$ cat src/rtl/core/tlts_pkg.sv
// Shared types and constants for the tank level, temperature and TDS supervisor.
// Holds request, response, configuration and state structs plus phase and level codes.
// No dependencies.
package tlts_pkg;

   localparam int TEMP_W = 8;
   localparam int TDS_W = 12;
   localparam int CSR_INDEX_W = 2;
   localparam int CSR_DATA_W = 12;

   localparam logic [CSR_INDEX_W-1:0] CSR_TEMP_HIGH = 2'd0;
   localparam logic [CSR_INDEX_W-1:0] CSR_TEMP_LOW = 2'd1;
   localparam logic [CSR_INDEX_W-1:0] CSR_TDS_HIGH = 2'd2;
   localparam logic [CSR_INDEX_W-1:0] CSR_TDS_LOW = 2'd3;

   localparam logic [TEMP_W-1:0] TEMP_HIGH_RESET = 8'd35;
   localparam logic [TEMP_W-1:0] TEMP_LOW_RESET = 8'd15;
   localparam logic [TDS_W-1:0] TDS_HIGH_RESET = 12'd90;
   localparam logic [TDS_W-1:0] TDS_LOW_RESET = 12'd30;

   typedef enum logic [1:0] {
      PHASE_IDLE = 2'd0,
      PHASE_DRAIN = 2'd1,
      PHASE_FILL = 2'd2
   } phase_type;

   typedef enum logic [1:0] {
      LEVEL_UNDER = 2'd0,
      LEVEL_NORMAL = 2'd1,
      LEVEL_OVER = 2'd2
   } level_type;

   typedef struct packed {
      logic              high_probe_wet;
      logic              low_probe_wet;
      logic [TEMP_W-1:0] temperature;
      logic [TDS_W-1:0]  tds_ppm;
      logic              feeding;
   } req_type;

   typedef struct packed {
      logic       drain_on;
      logic       fill_on;
      logic       heat_on;
      logic       cool_on;
      logic       aerate_on;
      logic       buzzer_on;
      logic       lamp_on;
      logic [1:0] level_status;
      logic [1:0] exchange_phase;
      logic       alarm_active;
   } rsp_type;

   typedef struct packed {
      logic [TEMP_W-1:0] temp_high_limit;
      logic [TEMP_W-1:0] temp_low_limit;
      logic [TDS_W-1:0]  tds_high_limit;
      logic [TDS_W-1:0]  tds_low_limit;
   } cfg_type;

   typedef struct packed {
      phase_type step;
      logic      lock;
      level_type level;
      logic      lamp;
   } state_type;

endpackage

$ cat src/rtl/core/tlts_step.sv
// Per-tick supervision logic: level, temperature, TDS exchange and alarm decisions.
// Purely combinational; maps current state and one request to next state and response.
// Depends on tlts_pkg.
module tlts_step (
   input  tlts_pkg::cfg_type   cfg,
   input  tlts_pkg::state_type cur,
   input  tlts_pkg::req_type   req,
   output tlts_pkg::state_type nxt,
   output tlts_pkg::rsp_type   rsp
);

   logic                hot;
   logic                cold;
   logic                tds_valid;
   logic                tds_below_high;
   logic                trigger;
   logic                lock_mid;
   logic                drain;
   logic                fill;
   logic                alarm;
   tlts_pkg::phase_type step_mid;
   tlts_pkg::phase_type step_out;
   tlts_pkg::level_type level_out;
   logic                lock_out;
   logic                lamp_out;

   always_comb begin
      hot = (req.temperature != '0) && (req.temperature >= cfg.temp_high_limit);
      cold = (req.temperature != '0) && (req.temperature <= cfg.temp_low_limit);
      tds_valid = (req.tds_ppm != '0);
      tds_below_high = (req.tds_ppm < cfg.tds_high_limit);

      drain = 1'b0;
      fill = 1'b0;
      alarm = 1'b0;
      level_out = cur.level;

      if (cur.step == tlts_pkg::PHASE_IDLE) begin
         if (req.high_probe_wet) begin
            drain = 1'b1;
            alarm = 1'b1;
            level_out = tlts_pkg::LEVEL_OVER;
         end else if (!req.low_probe_wet) begin
            fill = 1'b1;
            alarm = 1'b1;
            level_out = tlts_pkg::LEVEL_UNDER;
         end else begin
            level_out = tlts_pkg::LEVEL_NORMAL;
         end
      end

      if (hot || cold) begin
         alarm = 1'b1;
      end

      lock_mid = cur.lock & ~tds_below_high;
      trigger = tds_valid && !tds_below_high && !lock_mid;
      step_mid = cur.step;
      if (trigger) begin
         if (cur.step == tlts_pkg::PHASE_IDLE) begin
            step_mid = tlts_pkg::PHASE_DRAIN;
         end
      end else if (tds_valid && (req.tds_ppm <= cfg.tds_low_limit)) begin
         alarm = 1'b1;
      end

      lock_out = lock_mid;
      case (step_mid)
         tlts_pkg::PHASE_DRAIN: begin
            drain = 1'b1;
            fill = 1'b0;
            alarm = 1'b1;
            step_out = req.low_probe_wet ? tlts_pkg::PHASE_DRAIN : tlts_pkg::PHASE_FILL;
         end
         tlts_pkg::PHASE_FILL: begin
            drain = 1'b0;
            fill = ~req.high_probe_wet;
            alarm = 1'b1;
            step_out = req.high_probe_wet ? tlts_pkg::PHASE_IDLE : tlts_pkg::PHASE_FILL;
            if (req.high_probe_wet) begin
               lock_out = 1'b1;
            end
         end
         default: begin
            step_out = tlts_pkg::PHASE_IDLE;
         end
      endcase

      lamp_out = alarm & ~cur.lamp;

      nxt.step = step_out;
      nxt.lock = lock_out;
      nxt.level = level_out;
      nxt.lamp = lamp_out;

      rsp.drain_on = drain;
      rsp.fill_on = fill;
      rsp.heat_on = cold & ~hot;
      rsp.cool_on = hot;
      rsp.aerate_on = ~req.feeding | hot;
      rsp.buzzer_on = alarm;
      rsp.lamp_on = lamp_out;
      rsp.level_status = level_out;
      rsp.exchange_phase = step_out;
      rsp.alarm_active = alarm;
   end

endmodule

$ cat src/rtl/core/tank_level_temp_tds_supervisor.sv
// Top level of the tank level, temperature and TDS supervisor.
// Input register, tlts_step decision logic, response register and CSR bank.
// Depends on tlts_pkg and tlts_step.
//
// Usage:
//   Each request on req_ is one supervision tick (probes, temperature, TDS, feeding).
//   Each request yields exactly one response on rsp_ with the relay, buzzer and lamp
//   drives plus level status, exchange phase and alarm.
//   Four limit registers are written through csr_ (index 0 temp high, 1 temp low,
//   2 TDS high, 3 TDS low); csr_ready is always high. Write them only while idle.
//   Throughput: one request per cycle while rsp_ready is high; the input register and
//   the response register form a two-stage pipeline, and the tank state updates as a
//   request leaves the input register.
//   Stall: while rsp_ready is low the response holds; the input register still takes
//   one more request, then req_ready drops until the response is taken.
//   Reset: synchronous, active high; empties both stages, restores the default limits,
//   and sets phase idle, unlocked, level normal, lamp off.
module tank_level_temp_tds_supervisor (
   input  logic                                clock,
   input  logic                                reset,
   input  logic                                req_valid,
   output logic                                req_ready,
   input  tlts_pkg::req_type                   req_data,
   output logic                                rsp_valid,
   input  logic                                rsp_ready,
   output tlts_pkg::rsp_type                   rsp_data,
   input  logic                                csr_valid,
   output logic                                csr_ready,
   input  logic [tlts_pkg::CSR_INDEX_W-1:0]    csr_index,
   input  logic [tlts_pkg::CSR_DATA_W-1:0]     csr_wdata
);

   logic                in_valid_ff;
   logic                in_valid_in;
   tlts_pkg::req_type   in_data_ff;
   logic                out_valid_ff;
   logic                out_valid_in;
   tlts_pkg::rsp_type   out_data_ff;
   tlts_pkg::state_type state_ff;
   tlts_pkg::state_type state_in;
   tlts_pkg::cfg_type   cfg_ff;
   tlts_pkg::cfg_type   cfg_in;
   tlts_pkg::rsp_type   step_rsp;
   logic                advance;
   logic                req_take;

   tlts_step u_step (
      .cfg (cfg_ff),
      .cur (state_ff),
      .req (in_data_ff),
      .nxt (state_in),
      .rsp (step_rsp)
   );

   assign advance = in_valid_ff && (!out_valid_ff || rsp_ready);
   assign req_ready = !in_valid_ff || advance;
   assign req_take = req_valid && req_ready;
   assign in_valid_in = req_take || (in_valid_ff && !advance);
   assign out_valid_in = advance || (out_valid_ff && !rsp_ready);
   assign rsp_valid = out_valid_ff;
   assign rsp_data = out_data_ff;
   assign csr_ready = 1'b1;

   always_comb begin
      cfg_in = cfg_ff;
      if (csr_valid) begin
         case (csr_index)
            tlts_pkg::CSR_TEMP_HIGH: cfg_in.temp_high_limit = csr_wdata[tlts_pkg::TEMP_W-1:0];
            tlts_pkg::CSR_TEMP_LOW:  cfg_in.temp_low_limit = csr_wdata[tlts_pkg::TEMP_W-1:0];
            tlts_pkg::CSR_TDS_HIGH:  cfg_in.tds_high_limit = csr_wdata[tlts_pkg::TDS_W-1:0];
            tlts_pkg::CSR_TDS_LOW:   cfg_in.tds_low_limit = csr_wdata[tlts_pkg::TDS_W-1:0];
            default:                 cfg_in = cfg_ff;
         endcase
      end
   end

   always_ff @(posedge clock) begin
      if (reset) begin
         in_valid_ff <= 1'b0;
         out_valid_ff <= 1'b0;
         state_ff.step <= tlts_pkg::PHASE_IDLE;
         state_ff.lock <= 1'b0;
         state_ff.level <= tlts_pkg::LEVEL_NORMAL;
         state_ff.lamp <= 1'b0;
         cfg_ff.temp_high_limit <= tlts_pkg::TEMP_HIGH_RESET;
         cfg_ff.temp_low_limit <= tlts_pkg::TEMP_LOW_RESET;
         cfg_ff.tds_high_limit <= tlts_pkg::TDS_HIGH_RESET;
         cfg_ff.tds_low_limit <= tlts_pkg::TDS_LOW_RESET;
      end else begin
         in_valid_ff <= in_valid_in;
         out_valid_ff <= out_valid_in;
         cfg_ff <= cfg_in;
         if (advance) begin
            state_ff <= state_in;
         end
      end
   end

   always_ff @(posedge clock) begin
      if (req_take) begin
         in_data_ff <= req_data;
      end
      if (advance) begin
         out_data_ff <= step_rsp;
      end
   end

   a_reset_empty: assert property (@(posedge clock)
      $past(reset) |-> !rsp_valid && !in_valid_ff)
      else $error("pipeline not empty after reset");

   a_pumps_need_alarm: assert property (@(posedge clock) disable iff (reset)
      rsp_valid && !rsp_data.alarm_active |->
         !rsp_data.drain_on && !rsp_data.fill_on && !rsp_data.lamp_on)
      else $error("pump or lamp active without alarm");

   a_lock_after_fill: assert property (@(posedge clock) disable iff (reset)
      $rose(state_ff.lock) |-> $past(state_ff.step) == tlts_pkg::PHASE_FILL
         && state_ff.step == tlts_pkg::PHASE_IDLE)
      else $error("lock set outside end of fill");

   a_state_only_on_advance: assert property (@(posedge clock) disable iff (reset)
      !advance |=> $stable(state_ff))
      else $error("state changed without a request leaving the input register");

endmodule

$ cat config.mk
export PLATFORM = sky130hd
export DESIGN_NAME = tank_level_temp_tds_supervisor
export DESIGN_NICKNAME = d
export VERILOG_FILES = /design/src/rtl/core/tlts_pkg.sv /design/src/rtl/core/tlts_step.sv /design/src/rtl/core/tank_level_temp_tds_supervisor.sv
export SDC_FILE = /design/constraint.sdc
export NUM_CORES = 1
export LEC_CHECK = 0
export BUFFER_PORTS_ARGS = -buffer_cell sky130_fd_sc_hd__buf_2
export CAP_MARGIN = 0
export CORE_MARGIN = 1
export CORE_UTILIZATION = 52
export CTS_CLUSTER_DIAMETER = 30
export DETAILED_ROUTE_END_ITERATION = 10
export PLACE_DENSITY_LB_ADDON = 0.1
export SLEW_MARGIN = 20
export SYNTH_ARGS = -nofsm -noshare
export SYNTH_HDL_FRONTEND = slang
export SYNTH_HIERARCHICAL = 1
export SYNTH_SLANG_ARGS = --single-unit
$ cat constraint.sdc
create_clock -name clock -period 2 [get_ports clock]
set_input_delay 0.3 -clock clock [delete_from_list [all_inputs] [get_ports clock]]
set_output_delay 0.3 -clock clock [all_outputs]
set_load 0.05 [all_outputs]
==> metrics, run 1 <==
Startpoint Class=register; drt first pass iters=7; first-pass GRT wire length=13900 µm; layout cells sized above 1=30.7%; top_reg_cell synth=dfxtp_1; number of synthesized register bits=83; largest net degree at the start of global routing=40; crit path capture type=register; min Tclk post-route=2300 ps; Pleak=2.08 nW; Fin. Hold Viols=0; Crit-path slowest cell=or4b_4; failing checks=design-rule violations, negative setup slack; final period utilization=115%; largest cells by area after synthesis=edfxtp_1, dfxtp_1, ha_1; hold_buf cts=0; Layout area overhead=23.5%; CTS tree=done; final setup fails=10; Post-DP HPWL=6080 µm; total power=about 3.6 mW; Placed Cells=578; n_diodes=0; number of clock sinks=83; maximum fanout along the worst path=3; vias in the first global route=3012; status=finished with violations; Hold Crit Class=in2reg; Clock Tree Buf Depth=2; RSZ-0062 raised after global routing=yes; cell area power density=715 nW/µm²; Critical R2R Launch=in_data_ff[4]; Critical Path RT=2270 ps; DRC=1; Final nets=about 580; Worst-Margin Slew=622 ps; Hold Path Stages=1; Worst R2R End=state_ff[0]; asr flop ratio synth=0%; Peak supply drop=between 0.4 and 0.5 mV; CP top delay family=compound AO/OA/AOI/OAI gates; Max Clock Freq=between 400 and 500 MHz; Data arrival, critical path=2570 ps; worst reg2reg setup slack=-300 ps; # rows=32; mapped cell area=4120 µm²; unique cell type count in the Yosys netlist=41; CP bufs+invs=0; max-cap violations=0; via count=3147; antenna violations before repair=0; core area=~7700 µm²; Yosys top cell by area=edfxtp_1; post-synth top area share=approximately 26%; register area share after synthesis=48.9%; syn_nets=around 510; Setup crit start=in_data_ff[4]; GPL Wtd Cong=0.861; I/O pins=57; DR iter-0 viols=134; Rel. slew slack=58.5%; initial core utilization=53.5%; Die Wd=91.0 µm; CTS Buf Count=9; Skew-Pair Late Insertion Delay=340 ps; clock skew=10.3 ps; yosys warns=6; die height=91.0 µm; cells after synthesis=425; WS Path Type=reg2reg; Critical Path Max Stage Delay=520 ps; DRT Wirelength=8630 µm; overall routing resource usage=21.3%; antenna-violating nets left=0; Wirelength per Cell=~14 µm; Reg clk slew, reported paths=90 ps; Die Footprint=between 8000 and 9000 µm²; min setup slack post-route=-305 ps; fillers=638; worst hold path endpoint=in_data_ff[12]; htree depth=3; Mean Syn Cell Area=9.68 µm²; hold_sp=req_data[12]; grt total ovfl=0; worst reg-to-reg path cell count=8; Slew Viols, Final=0; CTS root buf=clkbuf_8; vias per inst=between 5 and 6; number of enable flip-flop cells after synthesis=35; non-filler cells, final=603; port bufs=55; worst path cell trace=ha_1, a21oi_1, a21oi_2, or4b_4, a21o_1, a31oi_4, nand2b_1, mux2i_1
==> cell usage after synthesis (4+ instances only) <==
| cell | instances |
|---|---|
| nand4_1 | 5 |
| nand2_1 | 44 |
| buf_2 | 6 |
| a211oi_1 | 4 |
| edfxtp_1 | 35 |
| nand2b_1 | 12 |
| nor4_1 | 5 |
| clkbuf_1 | 7 |
| inv_1 | 41 |
| a21oi_1 | 44 |
| mux2i_1 | 15 |
| o21ai_0 | 11 |
| nor3_1 | 21 |
| buf_4 | 16 |
| dfxtp_1 | 48 |
| nor2_1 | 35 |
| ha_1 | 39 |
| nor2b_1 | 4 |
==> logic make-up after synthesis <==
| kind of cell | count (synthesis) | synth area share [%] |
|---|---|---|
| multiplexers | 16 | 3.92 |
| other | 1 | 0.0911 |
| AND/OR/NAND/NOR | 138 | 16.1 |
| adder cells (fa/ha/maj) | 39 | 11.9 |
| flip-flops | 83 | 48.9 |
| buffers and inverters | 71 | 8.30 |
| AO/OA/AOI/OAI | 77 | 10.8 |
==> worst max path at each step <==
stage / endpoint / cells after the start / slack [ps]
after floorplan: state_ff[0] / 10 / -150
after global placement: state_ff[0] / 10 / -160
after detailed placement: state_ff[0] / 8 / -280
after CTS: state_ff[0] / 9 / -260
after global routing: state_ff[0] / 11 / -390
final: state_ff[0] / 8 / -300
==> sequential cells by signal, indices dropped and copies added, names as in the netlist <==
| register | count |
|---|---|
| in_data_ff | 23 |
| state_ff | 6 |
| in_valid_ff | 1 |
| cfg_ff | 40 |
| rsp_data | 12 |
| rsp_valid | 1 |
==> metrics by stage <==
stage / hold WS [ps] / utilization (%) / instance area [µm²] / setup WS, ps / setup TNS [ps]
2_1_floorplan: 399 / - / 4130 / -151 / -241
3_3_place_gp: 446 / 59.2 / 4550 / -163 / -1010
3_5_place_dp: 451 / 59.2 / 4550 / -282 / -1960
4_1_cts: 109 / 63.6 / 4890 / -257 / -966
5_1_grt: 98.3 / 66.1 / 5080 / -391 / -2310
6_report: 127 / 66.1 / 5080 / -305 / -1510
==> area by class of cell <==
class | instances | area, µm² | area share, %
clock buffer | 12 | 156 | 3.08
clock inverter | 4 | 23.8 | 0.468
inverter | 41 | 154 | 3.03
multi-input combinational | 271 | 2040 | 40.2
sequential | 83 | 2010 | 39.6
tap | 102 | 128 | 2.51
timing repair buffer | 90 | 566 | 11.1
==> per-layer routing <==
metal	up-vias	share of wire (%)	track usage [%]	routed length (µm)
li1	1599	-	-	-
met1	1479	47	28.3	4030
met5	-	0	0	0
met3	8	3.2	3.35	279
met2	61	49	35.4	4220
met4	0	1.1	7.14	97
==> worst register-to-register path, stage by stage, from the launching register on <==
cell and delay, ps:
edfxtp_1 410, ha_1 330, a21oi_1 220, a21oi_2 90, or4b_4 520, a21o_1 250, a31oi_4 170, nand2b_1 100
mux2i_1 140
==> cells in the final DEF (no fill, tap or decap), drive strengths merged, types with 3 or more instances in the layout <==
cell type	n
inv	42
o31ai	3
a211oi	4
edfxtp	35
nand2b	12
o211ai	3
nand4	5
dfxtp	48
nor2	35
a21o	3
o21ai	11
mux2i	15
nand2	44
nor4	5
clkbuf	12
a21oi	44
nor2b	5
nor3	21
buf	90
ha	39
==> report_power, final <==
| group | switching [mW] | total, mW | internal, mW |
|---|---|---|---|
| logic | 0.349 | 0.627 | 0.278 |
| registers | 0.0466 | 1.90 | 1.85 |
| clock network | 0.586 | 1.11 | 0.525 |
| total | 0.981 | 3.64 | 2.65 |
==> timing repair <==
item	4_1_cts	5_1_grt
pin swaps	15	6
endpoints found under the setup margin	12	12
buffers inserted	5	5
endpoints found under the hold margin	0	0
gates resized for setup	29	29
(Power assumes the default switching activity.)
==> run 2: changes to the inputs <==
--- a/config.mk
+++ b/config.mk
@@ -12,6 +12,7 @@
 export CTS_CLUSTER_DIAMETER = 30
 export DETAILED_ROUTE_END_ITERATION = 10
 export PLACE_DENSITY_LB_ADDON = 0.1
+export REMOVE_ABC_BUFFERS = 1
 export SLEW_MARGIN = 20
 export SYNTH_ARGS = -nofsm -noshare
 export SYNTH_HDL_FRONTEND = slang
==> metrics, run 2 (same netlist as run 1, synthesis figures left out) <==
status=finished with violations; failing checks=negative setup slack; Pleak=2.09 nW; M3 GR Usage=3.10%; antenna-violating nets left=0; CTS root buf=clkbuf_8; initial core utilization=a little over half; DRT Wirelength=8790 µm; most frequent cells in the layout=buf_2, dfxtp_1, nand2_1, inv_1, a21oi_1; Layout area overhead=24.4%; max-cap violations=0; Final nets=just under 600; Hold Path Stages=1; worst path cell trace=ha_1, o211ai_2, a21oi_1, or4b_4, a21o_1, a31oi_4, nand2b_1, mux2i_1; Max Clock Freq=440 MHz; I/O pins=57; RSZ-0062 raised after global routing=yes; M2 GR Usage=36.6%; DR iter-0 viols=approximately 110; commonest non-fill, non-tap cell in the layout=buf_2; drt first pass iters=6; fillers=around 630; Int Power=2.61 mW; non-filler cells, final=604; Rel. slew slack=about 37%; WS Path Type=reg2reg; GR peak layer=met2; overall routing resource usage=21.9%; total power=3.60 mW; Crit-path slowest cell=or4b_4; crit path capture type=register; grt total ovfl=0; maximum fanout along the worst path=3; grt met1 use=29.1%; hold_buf cts=0; Skew-Pair Late Insertion Delay=between 300 and 400 ps; # rows=32; first-pass GRT wire length=roughly 14000 µm; vias per inst=5.28; min setup slack post-route=-270 ps; largest net degree at the start of global routing=42; clock skew=12.0 ps; min Tclk post-route=2270 ps; htree depth=3; Slew Viols, Final=0; Critical Path Max Stage Delay=520 ps; Net Sw Frac=27.4%; clock network power share=29.7%; die height=91.0 µm; Die Wd=91.0 µm; final period utilization=114%; Biggest register=cfg_ff; Reg clk slew, reported paths=90 ps; number of clock sinks=83; Logic pwr share=17.6%; vias in the first global route=approximately 3100; GPL Wtd Cong=0.875; Post-DP HPWL=around 6100 µm; cell area power density=just over 700 nW/µm²; via count=3189; Data arrival, critical path=2540 ps; Placed Cells=584; Peak supply drop=0.450 mV; Largest register FFs=40; antenna violations before repair=0; Seq pwr share=52.8%; layout cells sized above 1=30.5%; Critical Path RT=~2300 ps; DRC=0; final setup fails=12; Clock Tree Buf Depth=2; CTS Buf Count=9; n_diodes=0; Startpoint Class=register; Hold Crit Class=in2reg; Wirelength per Cell=between 10 and 15 µm; Psw=approximately 1000 µW; core area=7690 µm²; worst reg-to-reg path cell count=8; Die Footprint=just over 8000 µm²; Worst-Margin Slew=about 940 ps; port bufs=55; CTS tree=done; Fin. Hold Viols=0
## run 2: cell types whose count changed in the layout (fill, tap and decap cells not counted), sizes merged
cell | before | now
clkbuf | 12 | 11
inv | 42 | 41
buf | 90 | 91
clkinv | 2 | 4
## run 2: final timing paths
path	slack, ps	start	end
worst max-delay path	-270	in_data_ff[3]	state_ff[0]
worst min-delay path	120	req_data[13]	in_data_ff[13]
worst max register to register	-270	in_data_ff[3]	state_ff[0]
worst min register to register	460	cfg_ff[19]	cfg_ff[19]
## run 2: layer usage
metal / up-vias / wire, µm
li1: 1602 / -
met1: 1512 / 4060
met2: 64 / 4270
met3: 11 / 324
met4: 0 / 132
met5: - / 0
## run 2: repair_timing
item,4_1_cts,5_1_grt
endpoints found under the setup margin,12,13
pin swaps,14,21
gates resized for setup,29,35
setup buffers,1,5
## run 2: cell type report
cell class / count / area, µm² / share of cell area (%)
Clock inverter: 5 / 30.0 / 0.587
Tap cell: 102 / 128 / 2.49
Timing Repair Buffer: 91 / 573 / 11.2
Sequential cell: 83 / 2010 / 39.3
Multi-Input combinational cell: 271 / 2080 / 40.6
Inverter: 41 / 154 / 3.01
Clock buffer: 11 / 141 / 2.76
## run 2: through the flow
stage | hold slack (ps) | TNS [ps] | util [%] | setup slack (ps) | area (µm²)
global placement | 445 | -1370 | 59.7 | -186 | 4590
detailed placement | 448 | -1960 | 59.7 | -256 | 4590
floorplan | 369 | -7490 | - | -295 | 3930
CTS | 102 | -640 | 63.7 | -226 | 4900
finish | 116 | -1340 | 66.6 | -270 | 5120
global route | 103 | -2180 | 66.6 | -326 | 5120
## run 2: power groups by stage
stage	clock, mW	sequential, mW	combinational, mW
floorplan	0	1.97	0.247
global placement	0	1.93	0.495
detailed placement	0	1.93	0.509
CTS	1.11	1.90	0.557
global route	1.16	1.91	0.692
finish	1.07	1.90	0.634
## run 2: critical path, delay by kind of cell (launching register included)
| kind | cells | cell delay, ps |
|---|---|---|
| AO/OA/AOI/OAI | 4 | 580 |
| adder cells (fa/ha/maj) | 1 | 360 |
| flip-flops | 1 | 490 |
| multiplexers | 1 | 150 |
| AND/OR/NAND/NOR | 2 | 600 |
